**src/rtl/heap_sort_points_by_angle_defines.svh**
```systemverilog
`ifndef HEAP_SORT_POINTS_BY_ANGLE_DEFINES_SVH
`define HEAP_SORT_POINTS_BY_ANGLE_DEFINES_SVH

// Checks that a condition holds in the same cycle as its trigger.
`define HSPA_ASSERT_NOW(label, trig, cond, msg) \
  label: assert property (@(posedge clk) disable iff (rst) (trig) |-> (cond)) \
    else $error(msg);

// Checks that a condition holds in the cycle after its trigger.
`define HSPA_ASSERT_NEXT(label, trig, cond, msg) \
  label: assert property (@(posedge clk) disable iff (rst) (trig) |=> (cond)) \
    else $error(msg);

`endif

```
**src/rtl/hspa_pkg.sv**
```systemverilog
`timescale 1ns / 1ps

package hspa_pkg;

  localparam int MAX_POINTS_DEF = 64;
  localparam int ANGLE_BITS_DEF = 24;

  localparam int ANGLE_W = 24;
  localparam int COORD_W = 32;
  localparam int DATA_W  = ANGLE_W + 2 * COORD_W;

  typedef struct packed {
    logic take_left;
    logic take_right;
  } pick_t;

endpackage

```
**src/rtl/hspa_pick.sv**
```systemverilog
`timescale 1ns / 1ps

module hspa_pick
  import hspa_pkg::*;
#(
  parameter int ANGLE_BITS = ANGLE_BITS_DEF
) (
  input  logic [ANGLE_BITS-1:0] cur_angle,
  input  logic [ANGLE_BITS-1:0] left_angle,
  input  logic [ANGLE_BITS-1:0] right_angle,
  input  logic                  has_right,
  output pick_t                 pick
);

  localparam logic [ANGLE_BITS-1:0] SIGN = {1'b1, {(ANGLE_BITS-1){1'b0}}};

  logic [ANGLE_BITS-1:0] cur_key;
  logic [ANGLE_BITS-1:0] left_key;
  logic [ANGLE_BITS-1:0] right_key;
  logic [ANGLE_BITS-1:0] top_key;
  logic                  left_gt;
  logic                  right_gt;

  // Flipping the sign bit makes an unsigned compare order the signed keys.
  always_comb begin
    cur_key   = cur_angle ^ SIGN;
    left_key  = left_angle ^ SIGN;
    right_key = right_angle ^ SIGN;
    left_gt   = left_key > cur_key;
    top_key   = left_gt ? left_key : cur_key;
    right_gt  = has_right && (right_key > top_key);
    pick.take_right = right_gt;
    pick.take_left  = left_gt && !right_gt;
  end

endmodule

```
**config.mk**
```make
export PLATFORM = sky130hd
export DESIGN_NAME = hspa_pick
export DESIGN_NICKNAME = d
export VERILOG_FILES = /design/src/rtl/heap_sort_points_by_angle_defines.svh /design/src/rtl/hspa_pkg.sv /design/src/rtl/hspa_pick.sv
export SDC_FILE = /design/constraint.sdc
export NUM_CORES = 1
export LEC_CHECK = 0
export BUFFER_PORTS_ARGS = -buffer_cell sky130_fd_sc_hd__buf_2
export CAP_MARGIN = 20
export CORE_MARGIN = 1
export CORE_UTILIZATION = 44
export DETAILED_ROUTE_END_ITERATION = 10
export PLACE_DENSITY = 0.81
export REMOVE_ABC_BUFFERS = 1
export SLEW_MARGIN = 25
export SYNTH_ARGS = -nofsm -noshare
export SYNTH_HDL_FRONTEND = slang
export SYNTH_SLANG_ARGS = --single-unit
```
**constraint.sdc**
```tcl
create_clock -name vclk -period 3.03
set_input_delay 0.1515 -clock vclk [all_inputs]
set_output_delay 0.1515 -clock vclk [all_outputs]
set_load 0.03 [all_outputs]
```
==> flow_metrics.env <==
export IMPL_status="finished, violations left"
export IMPL_violations="negative setup slack"
export IMPL_track_usage_pct=23.4
export IMPL_wl_per_cell_um=13.1
export IMPL_fmax_mhz=295
export IMPL_power_density_nw_per_um2=184
export IMPL_routed_via_density=5.18
export IMPL_grt_pass1_vias=1592
export IMPL_critical_path_max_stage_delay_ps=350
export IMPL_p_leak_nw=1.21
export IMPL_clkPwrFrac_pct=0
export IMPL_hold_class="primary input to output port"
export IMPL_slew_headroom_pct=81.5
export IMPL_regArea_um2=0
export IMPL_antenna_left=0
export IMPL_min_from="has_right"
export IMPL_syn_cell_area_um2=1470
export IMPL_hold_viol_final=0
export IMPL_syn_area_per_cell_um2=8.14
export IMPL_stdcell_count=310
export IMPL_drtPass1Iterations=4
export IMPL_synth_top_area_share_pct=41.0
export IMPL_yosys_warnings=0
export IMPL_seq_cells=0
export IMPL_ios=75
export IMPL_areaGrowthSynthToFinish_pct=55.0
export IMPL_num_vias=1605
export IMPL_rows=20
export IMPL_nets=389
export IMPL_start_util_pct=47.2
export IMPL_ys_types=29
export IMPL_irDropWorstVdd_uv=89.9
export IMPL_setup_ws_ps=-365
export IMPL_drive_gt1_share_pct=47.4
export IMPL_fin_crit_sh_pct=112
export IMPL_die_x_um=59.7
export IMPL_worstMarginPinSlew_ps=275
export IMPL_synth_area_leaders="ha_1 41%, mux2i_1 15%, a21oi_1 7.9%, inv_1 6.9%, nand2_1 3.6%"
export IMPL_holdPathEnd="pick[0]"
export IMPL_dp_hpwl_um=3080
export IMPL_maxCapViolCount=0
export IMPL_route_detailed_drc=0
export IMPL_crit_arrival_ps=3240
export IMPL_power_switching_mw=0.199
export IMPL_grt_overflow_total=0
export IMPL_antenna_found_initial=0
export IMPL_critPathSlowestCell="nor4_4"
export IMPL_cp_common_cell="buf_6"
export IMPL_hold_path_depth=5
export IMPL_setup_viol=2
export IMPL_p_seq_share_pct=0
export IMPL_die_area_um2=3560
export IMPL_critPathRequiredTime_ps=2880
export IMPL_coreArea_um2=3100
export IMPL_crit_type="primary input to output port"
export IMPL_yosysTopAreaCell="ha_1"
export IMPL_p_sw_share_pct=47.6
export IMPL_placed_area_um2=1940
export IMPL_routed_wl_um=4060
export IMPL_finalMaxSlewViolations=0
export IMPL_design_area_um2=2270
export IMPL_diodes=0
export IMPL_start_kind="primary input"
export IMPL_dp_cells=306
export IMPL_min_period_ps=3390
export IMPL_crit_chain="buf_2, ha_4, nand4_1, nor4_4, o311a_1, o21ai_4, buf_6, buf_6, mux2i_1, ha_1, nand4_1, nor4_2, nand2_1, a21o_1, a31oi_4, buf_6, buf_6"
export IMPL_cp_end_kind="output port"
export IMPL_path_max_fanout=4
export IMPL_rsz0062_at_grt="true"
export IMPL_nClkBuffers=0
export IMPL_grt_pass1_wl_um=6530
export IMPL_seq_area_frac_synth_pct=0
export IMPL_drt_iter0_markers=44
export IMPL_portBuffers=75
export IMPL_pwr_share_comb_pct=100.0
export IMPL_gp_congestion=0.838
export IMPL_p_int_mw=0.218
export IMPL_netlist_instances=180
export IMPL_dieHeight_um=59.7
export IMPL_grt_max_degree=12
## worst max-delay path, delay by kind of cell
| kind | cells | cell delay (ps) |
|---|---|---|
| simple gates | 5 | 1090 |
| buf+inv | 5 | 610 |
| fa+ha+maj | 2 | 530 |
| mux | 1 | 120 |
| compound gates | 4 | 730 |
## cells in the final DEF (no fill, tap or decap), types with 2 or more instances in the layout
cell      n
nand3_1   2
nor2_1    5
buf_8     2
ha_4     12
ha_1     36
inv_1    17
nand2_1  13
buf_2    62
o21ai_1   3
inv_4     2
mux2i_1  22
buf_4    10
mux2_4    2
a21oi_1  22
nor2b_1   2
buf_6    14
o21ai_0   4
inv_2     8
nand4_1   8
## how the worst max path moves through the flow
| stage | startpoint | endpoint | slack (ps) |
|---|---|---|---|
| final | left_angle[16] | pick[0] | -360 |
| after global routing | left_angle[16] | pick[0] | -510 |
| after CTS | cur_angle[1] | pick[1] | -370 |
| after detailed placement | left_angle[23] | pick[1] | -460 |
| after global placement | left_angle[23] | pick[0] | -420 |
| after floorplan | cur_angle[1] | pick[1] | -1060 |
## power groups by stage
stage	registers [mW]	clock network [mW]	logic [mW]
floorplan	0	0	0.209
global placement	0	0	0.330
detailed placement	0	0	0.338
CTS	0	0	0.386
global route	0	0	0.464
finish	0	0	0.417
## per-layer routing
metal | global-route usage, % | routed length, um | part of all wire (%) | vias to the layer above
met5 | 0 | 0 | 0 | -
met3 | 1.30 | 172 | 4.2 | 4
met1 | 29.1 | 1860 | 46 | 713
li1 | - | - | - | 840
met2 | 44.4 | 1990 | 49 | 48
met4 | 3.32 | 29 | 0.71 | 0
## area by class of cell
class                           count  area (um^2)
Inverter                           27          106
Fill cell                         252          832
Timing Repair Buffer               89          593
Tap cell                           44         55.1
Multi-Input combinational cell    150         1520
## kinds of logic (layout without fill, tap and decap cells)
family | count (synthesis) | in the layout | share of synthesized area (%)
simple gates | 36 | 36 | 13.9
fa+ha+maj | 48 | 48 | 41.0
buf+inv | 30 | 116 | 10.2
mux | 24 | 24 | 17.1
compound gates | 42 | 42 | 17.8
## stage by stage
stage	utilization [%]	setup WS (ps)	power [mW]	setup TNS, ps	hold slack [ps]
after floorplan	-	-1060	0.209	-1800	488
after global placement	62.4	-423	0.330	-835	691
after detailed placement	62.4	-463	0.338	-924	686
after CTS	70.9	-373	0.386	-697	696
after global routing	73.2	-512	0.464	-1020	843
final	73.2	-365	0.417	-716	825
## cells in the mapped netlist (2+ instances only)
library cell / n
a21oi_1: 23
buf_12: 2
ha_1: 48
inv_1: 27
mux2_4: 2
mux2i_1: 22
nand2_1: 14
nand3_1: 2
nand4_1: 8
nor2_1: 5
nor2b_1: 2
o21ai_0: 8
## timing repair
action                                  in CTS  in global routing
pin swaps                                   21                 21
hold buffers                                 0                  0
cloned                                       0                  0
gates resized for setup                     43                 18
setup buffers                                2                  2
endpoints found under the setup margin       2                  2
Note: power is estimated with default switching activity, not from simulation.
