File: src/rtl/heap_sort_points_by_angle_defines.svh
`ifndef HEAP_SORT_POINTS_BY_ANGLE_DEFINES_SVH
`define HEAP_SORT_POINTS_BY_ANGLE_DEFINES_SVH

// Checks that a condition holds in the same cycle as its trigger.
`define HSPA_ASSERT_NOW(label, trig, cond, msg) \
  label: assert property (@(posedge clk) disable iff (rst) (trig) |-> (cond)) \
    else $error(msg);

// Checks that a condition holds in the cycle after its trigger.
`define HSPA_ASSERT_NEXT(label, trig, cond, msg) \
  label: assert property (@(posedge clk) disable iff (rst) (trig) |=> (cond)) \
    else $error(msg);

`endif

File: src/rtl/hspa_ram.sv
`timescale 1ns / 1ps

module hspa_ram #(
  parameter int WIDTH = 8,
  parameter int DEPTH = 64
) (
  input  logic                     clk,
  input  logic                     we,
  input  logic [$clog2(DEPTH)-1:0] waddr,
  input  logic [WIDTH-1:0]         wdata,
  input  logic [$clog2(DEPTH)-1:0] raddr,
  output logic [WIDTH-1:0]         rdata
);

  logic [WIDTH-1:0] mem [DEPTH];

  always_ff @(posedge clk) begin
    if (we) begin
      mem[waddr] <= wdata;
    end
    rdata <= mem[raddr];
  end

endmodule

File: config.mk
export PLATFORM = sky130hd
export DESIGN_NAME = hspa_ram
export DESIGN_NICKNAME = d
export VERILOG_FILES = /design/src/rtl/heap_sort_points_by_angle_defines.svh /design/src/rtl/hspa_ram.sv
export SDC_FILE = /design/constraint.sdc
export NUM_CORES = 1
export LEC_CHECK = 0
export BUFFER_PORTS_ARGS = -buffer_cell sky130_fd_sc_hd__buf_4
export CAP_MARGIN = 40
export CORE_MARGIN = 4
export CORE_UTILIZATION = 31
export CTS_BUF_LIST = sky130_fd_sc_hd__clkbuf_8
export DETAILED_ROUTE_END_ITERATION = 12
export GPL_ROUTABILITY_DRIVEN = 0
export GPL_TIMING_DRIVEN = 0
export HOLD_SLACK_MARGIN = 0.03
export PLACE_DENSITY_LB_ADDON = 0.15
export SYNTH_ARGS = -nofsm -noshare
export SYNTH_HDL_FRONTEND = slang
export SYNTH_SLANG_ARGS = --single-unit
File: constraint.sdc
create_clock -name clk -period 2.43 [get_ports clk]
set_input_delay 0.243 -clock clk [delete_from_list [all_inputs] [get_ports clk]]
set_output_delay 0.243 -clock clk [all_outputs]
set_load 0.05 [all_outputs]
==> summary.txt, run 1 <==
CTS
  • CTS tree: built
  • Clk root buf: clkbuf_8
  • Worst-skew pair later-pin latency: between 0.6 and 0.7 ns
  • Total setup buffers inserted after CTS: 0
  • Worst-path clk slew: approximately 0.05 ns
  • Cts bufs inserted: 89
  • CTS H-tree lvls: 3
  • Clock Tree Buf Depth: 3
  • Clock Sinks: 520

Power
  • Pwr/cell area: slightly below 800 nW/um^2
  • Psw: between 0.004 and 0.005 W
  • VDD IR max: between 0.0003 and 0.0004 V
  • Sequential share of power: 55.1%
  • Clk network pwr share: 38.7%
  • Switching part of the total: between 20% and 30%
  • Combinational share of power: 6.2%
  • Int Pwr: around 0.014 W
  • Total Power: about 0.018 W
  • LEAKAGE: 7.42 nW

Worst setup path
  • Crit-path slowest cell: o32ai_1
  • Crit Path Max Fanout: 10
  • Critical path required time: a little under 3 ns
  • Crit end category: flip-flop
  • Largest stage delay, worst path: between 0.5 and 0.6 ns
  • Kind of critical path: in2reg
  • Startpoint types: input pin
  • Crit-path cells: buf_4 -> buf_2 -> buf_4 -> buf_2 -> nor2_1 -> nor4_1 -> nor3_1 -> o32ai_1
  • WP data arrival: 2.87 ns

Routing
  • DR iter-0 viols: 1074
  • DR vias: between 10000 and 15000
  • WL/cell: approximately 27 um
  • Post-DRT Antenna Nets: 0
  • Drc violations: 0
  • DR pass1 iterations: 5
  • Final wirelength: ~55000 um
  • Vias per inst: 4.98

Timing
  • TNS Setup: 0 ns
  • Skew final: around 0.04 ns
  • Final hold slack: between 0.1 and 0.15 ns
  • Max frequency: about 420 MHz
  • Final Hold Viols: 0
  • Worst slew pin tran: between 0.8 and 0.9 ns
  • Final min period: around 2.4 ns
  • Max-slew headroom: around 40%
  • Slew Viols, Final: 0
  • Endpoints failing setup: 0
  • Final period util: 97.1%
  • RSZ-0062 raised after global routing: no

Synthesis
  • Yosys warning count: 0
  • Syn Std Cell Area: 20200 um^2
  • Register area share after synthesis: between 70% and 80%
  • Post-synth top flop: edfxtp_1
  • Post-synthesis register bit count: 520
  • Synth area leaders: edfxtp_1 76%, mux4_2 14%, nor2_1 1.5%
  • Synth area leader: edfxtp_1
  • Synth top area share: roughly three quarters
  • Syn nets: between 900 and 1000
  • Async set or reset register ratio after synthesis: 0%
  • Number of flops mapped to enable cells by yosys: 512
  • Yosys cell types: 40
  • Syn Inst Count: 940
  • Avg Cell Area, Syn: between 20 and 25 um^2

Finish
  • Share of layout cells above drive strength 1: ~30%
  • Commonest non-fill, non-tap cell in the layout: edfxtp_1
  • Post-route insts no fill: about 2000
  • Layout Area Growth over Synthesis: 16.0%
  • Commonest cells after routing, fill and taps aside: 512 x edfxtp_1, 126 x mux4_2, 90 x clkbuf_8
  • Final layout net count: 1128
  • Finished Cell Area: roughly 23000 um^2

Place
  • Placed cell count: 1867
  • Area of placed instances: ~22000 um^2
  • Port Buf Inserts: 21
  • Post-DP HPWL: around 35000 um

Floorplanning
  • I/O pin cnt: 30
  • Die Span Y: 263 um
  • Die Span X: 263 um
  • Die area: about 69000 um^2
  • Initial Util: between 30% and 40%
  • Core area: roughly 64000 um^2
  • Standard-cell rows: 93

GRT
  • GRT Resource Usage Total: between 15 and 20%
  • Number of global-route vias before repair: around 11000
  • Antenna violations before repair: 4
  • GRT overflow: 0
  • Largest net degree at the start of global routing: 65
  • Global-route wire length before repair: just under 80000 um

Run
  • Max Cap Violations: 0

Min path
  • Hold Path Class: in2reg

Status
  • Status: completed
path summary, 6_finish.rpt:
path           endpoint  cells after the start  slack [ns]       start
max            rdata[6]                      8        0.07    raddr[1]
min          mem[35][7]                      1        0.14    wdata[7]
max reg2reg    rdata[6]                      5        0.14  mem[24][6]
min reg2reg    rdata[5]                      5        1.01  mem[44][5]
worst max-delay path, delay by kind of cell:
family / cells / cell delay, ns
compound gates: 1 / 0.55
buf+inv: 4 / 1.36
simple gates: 3 / 0.69
kinds of logic after synthesis:
family	share of synthesized area [%]
DFF	77.0
muxes	15.9
and+or+nand+nor	3.39
AOI/OAI and AO/OA	2.07
buffers and inverters	1.57
per-layer routing:
layer / track usage (%) / wire length (um)
met2: 25.5 / 26500
met4: 4.52 / 1520
met3: 4.56 / 3390
met5: 0 / 11
met1: 21.4 / 24000
cell usage after synthesis, types with 3 or more instances:
cell type / count
mux2_2: 13
dfxtp_1: 8
a221oi_1: 6
o2bb2ai_1: 3
nand2_1: 19
mux4_2: 126
clkbuf_1: 17
edfxtp_1: 512
nor3_1: 7
buf_6: 4
nor2_1: 83
mux2i_1: 23
o221ai_1: 8
nand3b_1: 3
a211oi_1: 4
o22ai_1: 8
a22oi_1: 3
nor2b_1: 14
buf_1: 4
o2111ai_1: 3
a21oi_1: 3
buf_2: 11
buf_4: 13
nand3_1: 13
nand2b_1: 7
per-stage QoR:
stage / utilization (%) / setup slack (ns)
finish: 36.3 / 0.0694
global placement: 33.2 / -0.825
global route: 36.3 / 0.00477
CTS: 36.2 / 0.0826
floorplan: - / 0.519
detailed placement: 33.8 / -0.778
state kept, by name, summed over array words and instances, names as in the netlist:
register	cells
rdata	8
mem	512
final cells by class:
| cell class | count | area [um^2] |
|---|---|---|
| Antenna cell | 1 | 2.50 |
| Multi-Input combinational cell | 369 | 4350 |
| Tap cell | 855 | 1070 |
| Fill cell | 6029 | 41100 |
| Clock inverter | 69 | 293 |
| Sequential cell | 520 | 15500 |
| Clock buffer | 90 | 1240 |
| Timing Repair Buffer | 76 | 596 |
| Buffer | 50 | 313 |
power groups by stage:
| stage | Combinational, W | Clock, W | Sequential, W |
|---|---|---|---|
| global placement | 0.00111 | 0 | 0.0101 |
| finish | 0.00112 | 0.00698 | 0.00995 |
| floorplan | 0.000529 | 0 | 0.0102 |
| CTS | 0.00114 | 0.00720 | 0.00995 |
| global route | 0.00119 | 0.00767 | 0.00995 |
| detailed placement | 0.00114 | 0 | 0.0101 |
timing repair:
item / 4_1_cts / 5_1_grt
gates resized for setup: 2 / 1
setup endpoints to repair: 2 / 2
endpoints found under the hold margin: 2 / 0
hold buffers: 1 / 0
No activity file was read; power rests on OpenSTA's default activity.
==> run 2: changes to the inputs <==
- CORE_UTILIZATION: 31 -> 60
==> summary.txt, run 2 (synthesized netlist as in run 1, its figures left out) <==
Power
  • Switching part of the total: 22.2%
  • Clk network pwr share: around 38%
  • VDD IR max: 0.000383 V
  • Pwr/cell area: approximately 790 nW/um^2
  • Int Pwr: roughly 0.014 W
  • Total Power: approximately 0.018 W
  • LEAKAGE: about 7 nW
  • Sequential share of power: a little under three fifths
  • Psw: 0.00394 W
  • Combinational share of power: 6.0%

Timing
  • Slew Viols, Final: 0
  • Endpoints failing setup: 0
  • Max-slew headroom: 38.8%
  • Skew final: roughly 0.024 ns
  • Max frequency: around 420 MHz
  • RSZ-0062 raised after global routing: no
  • Final period util: 97.3%
  • Final min period: 2.36 ns
  • Final Hold Viols: 0
  • Worst slew pin tran: between 0.9 and 1 ns
  • Setup WS post-layout: 0.0668 ns

Finish
  • Share of layout cells above drive strength 1: between 20 and 30%
  • # diodes: 0
  • Largest registers: mem x512, rdata x8
  • Largest Register: mem
  • Max reg flops: about 510
  • Layout Area Growth over Synthesis: 11.4%
  • Final layout net count: ~1100
  • Fillers: 2118
  • Commonest non-fill, non-tap cell in the layout: edfxtp_1
  • Core Util, Final: roughly 68%
  • Commonest cells after routing, fill and taps aside: 512 x edfxtp_1, 126 x mux4_2, 88 x clkbuf_8

CTS
  • CTS tree: built
  • Clk root buf: clkbuf_8
  • Clock Tree Buf Depth: 3
  • Worst-path clk slew: 0.06 ns
  • Cts bufs inserted: 80
  • CTS H-tree lvls: 3
  • Clock Sinks: 520
  • Total setup buffers inserted after CTS: 0
  • Worst-skew pair later-pin latency: between 0.6 and 0.7 ns

GRT
  • Global-route wire length before repair: a little under 70000 um
  • Largest net degree at the start of global routing: 65
  • GRT overflow: 0
  • GRT Resource Usage Total: approximately a quarter
  • Number of global-route vias before repair: roughly 10000
  • Antenna violations before repair: 0

Floorplanning
  • Standard-cell rows: 66
  • Core area: between 30000 and 40000 um^2
  • Initial Util: roughly 61%
  • Die Span X: 191 um
  • Die Span Y: roughly 190 um
  • I/O pin cnt: 30
  • Die area: about 37000 um^2

Routing
  • Final wirelength: between 40000 and 50000 um
  • Drc violations: 0
  • DR iter-0 viols: about 1400
  • Post-DRT Antenna Nets: 0
  • Vias per inst: 6.51
  • DR vias: 10100
  • DR pass1 iterations: 8
  • WL/cell: 30.0 um

Worst setup path
  • FF-to-FF path depth: 4
  • Crit Path Max Fanout: 10
  • Startpoint types: input pin
  • WP data arrival: around 2.8 ns
  • Crit end category: flip-flop
  • Kind of critical path: in2reg
  • Critical path required time: about 2.9 ns

Run
  • Max Cap Violations: 0

Place
  • Port Buf Inserts: 21
  • Setup WS pre-CTS: -0.508 ns
  • Post-DP HPWL: just under 30000 um

Min path
  • Hold Path Class: in2reg
  • Hold depth: 1

Status
  • Status: completed
-- run 2: cell types whose count changed in the layout (fill, tap and decap cells not counted), moves of 5 or more --
cell,before,now
buf_4,81,42
clkinv_1,27,21
clkinv_2,5,10
inv_1,31,19
-- run 2: worst max-delay path, cell delays in order --
cell     delay (ns)
buf_4          0.16
buf_2          0.46
buf_4          0.34
buf_2          0.44
mux4_2         0.42
mux2i_1        0.33
a21oi_1        0.11
o21ai_1        0.11
o41ai_1        0.15
-- run 2: final timing paths --
check | from | slack [ns] | to
setup reg to reg | mem[3][3] | 0.17 | rdata[3]
hold reg to reg | mem[22][1] | 0.93 | rdata[1]
setup / recovery | raddr[1] | 0.07 | rdata[5]
hold / removal | wdata[7] | 0.20 | mem[57][7]
-- run 2: area by class of cell --
type                    count  area (um^2)  area share (%)
plain buffers              50          313            1.39
clock buffers              88         1210            5.39
clock inverters            54          275            1.23
multi-input cells         369         4320            19.2
flip-flops and latches    520        15500            69.2
well taps                 442          553            2.46
repair buffers             34          260            1.16
-- run 2: timing repair --
action                                 in CTS  in global routing
resized for setup                           0                  0
endpoints found under the hold margin       2                  0
setup endpoints to repair                   0                  1
hold buffers                                1                  0
-- run 2: routing by layer --
| layer | up-vias | GRT usage [%] | routed length, um |
|---|---|---|---|
| met5 | - | 0 | 0 |
| met4 | 0 | 7.54 | 1150 |
| met3 | 90 | 6.34 | 4890 |
| met2 | 635 | 39.9 | 21600 |
| met1 | 5246 | 39.9 | 19000 |
| li1 | 4165 | - | - |
-- run 2: power by group through the flow --
stage / sequential, W / combinational (W) / clock (W)
after floorplan: 0.0102 / 0.000529 / 0
after detailed placement: 0.0101 / 0.00105 / 0
final: 0.00995 / 0.00106 / 0.00676
after global placement: 0.0101 / 0.00103 / 0
after global routing: 0.00995 / 0.00111 / 0.00732
after CTS: 0.00995 / 0.00105 / 0.00685
-- run 2: through the flow --
| stage | hold slack, ns | instances | TNS (ns) | cell area, um^2 |
|---|---|---|---|---|
| finish | 0.198 | 1557 | 0 | 22500 |
| global route | 0.192 | 1557 | 0 | 22500 |
| CTS | 0.175 | 1558 | 0 | 22500 |
| detailed placement | 0.602 | 1415 | -7.14 | 21000 |
| global placement | 0.621 | 1403 | -6.14 | 20900 |
| floorplan | 0.342 | 940 | 0 | 20200 |
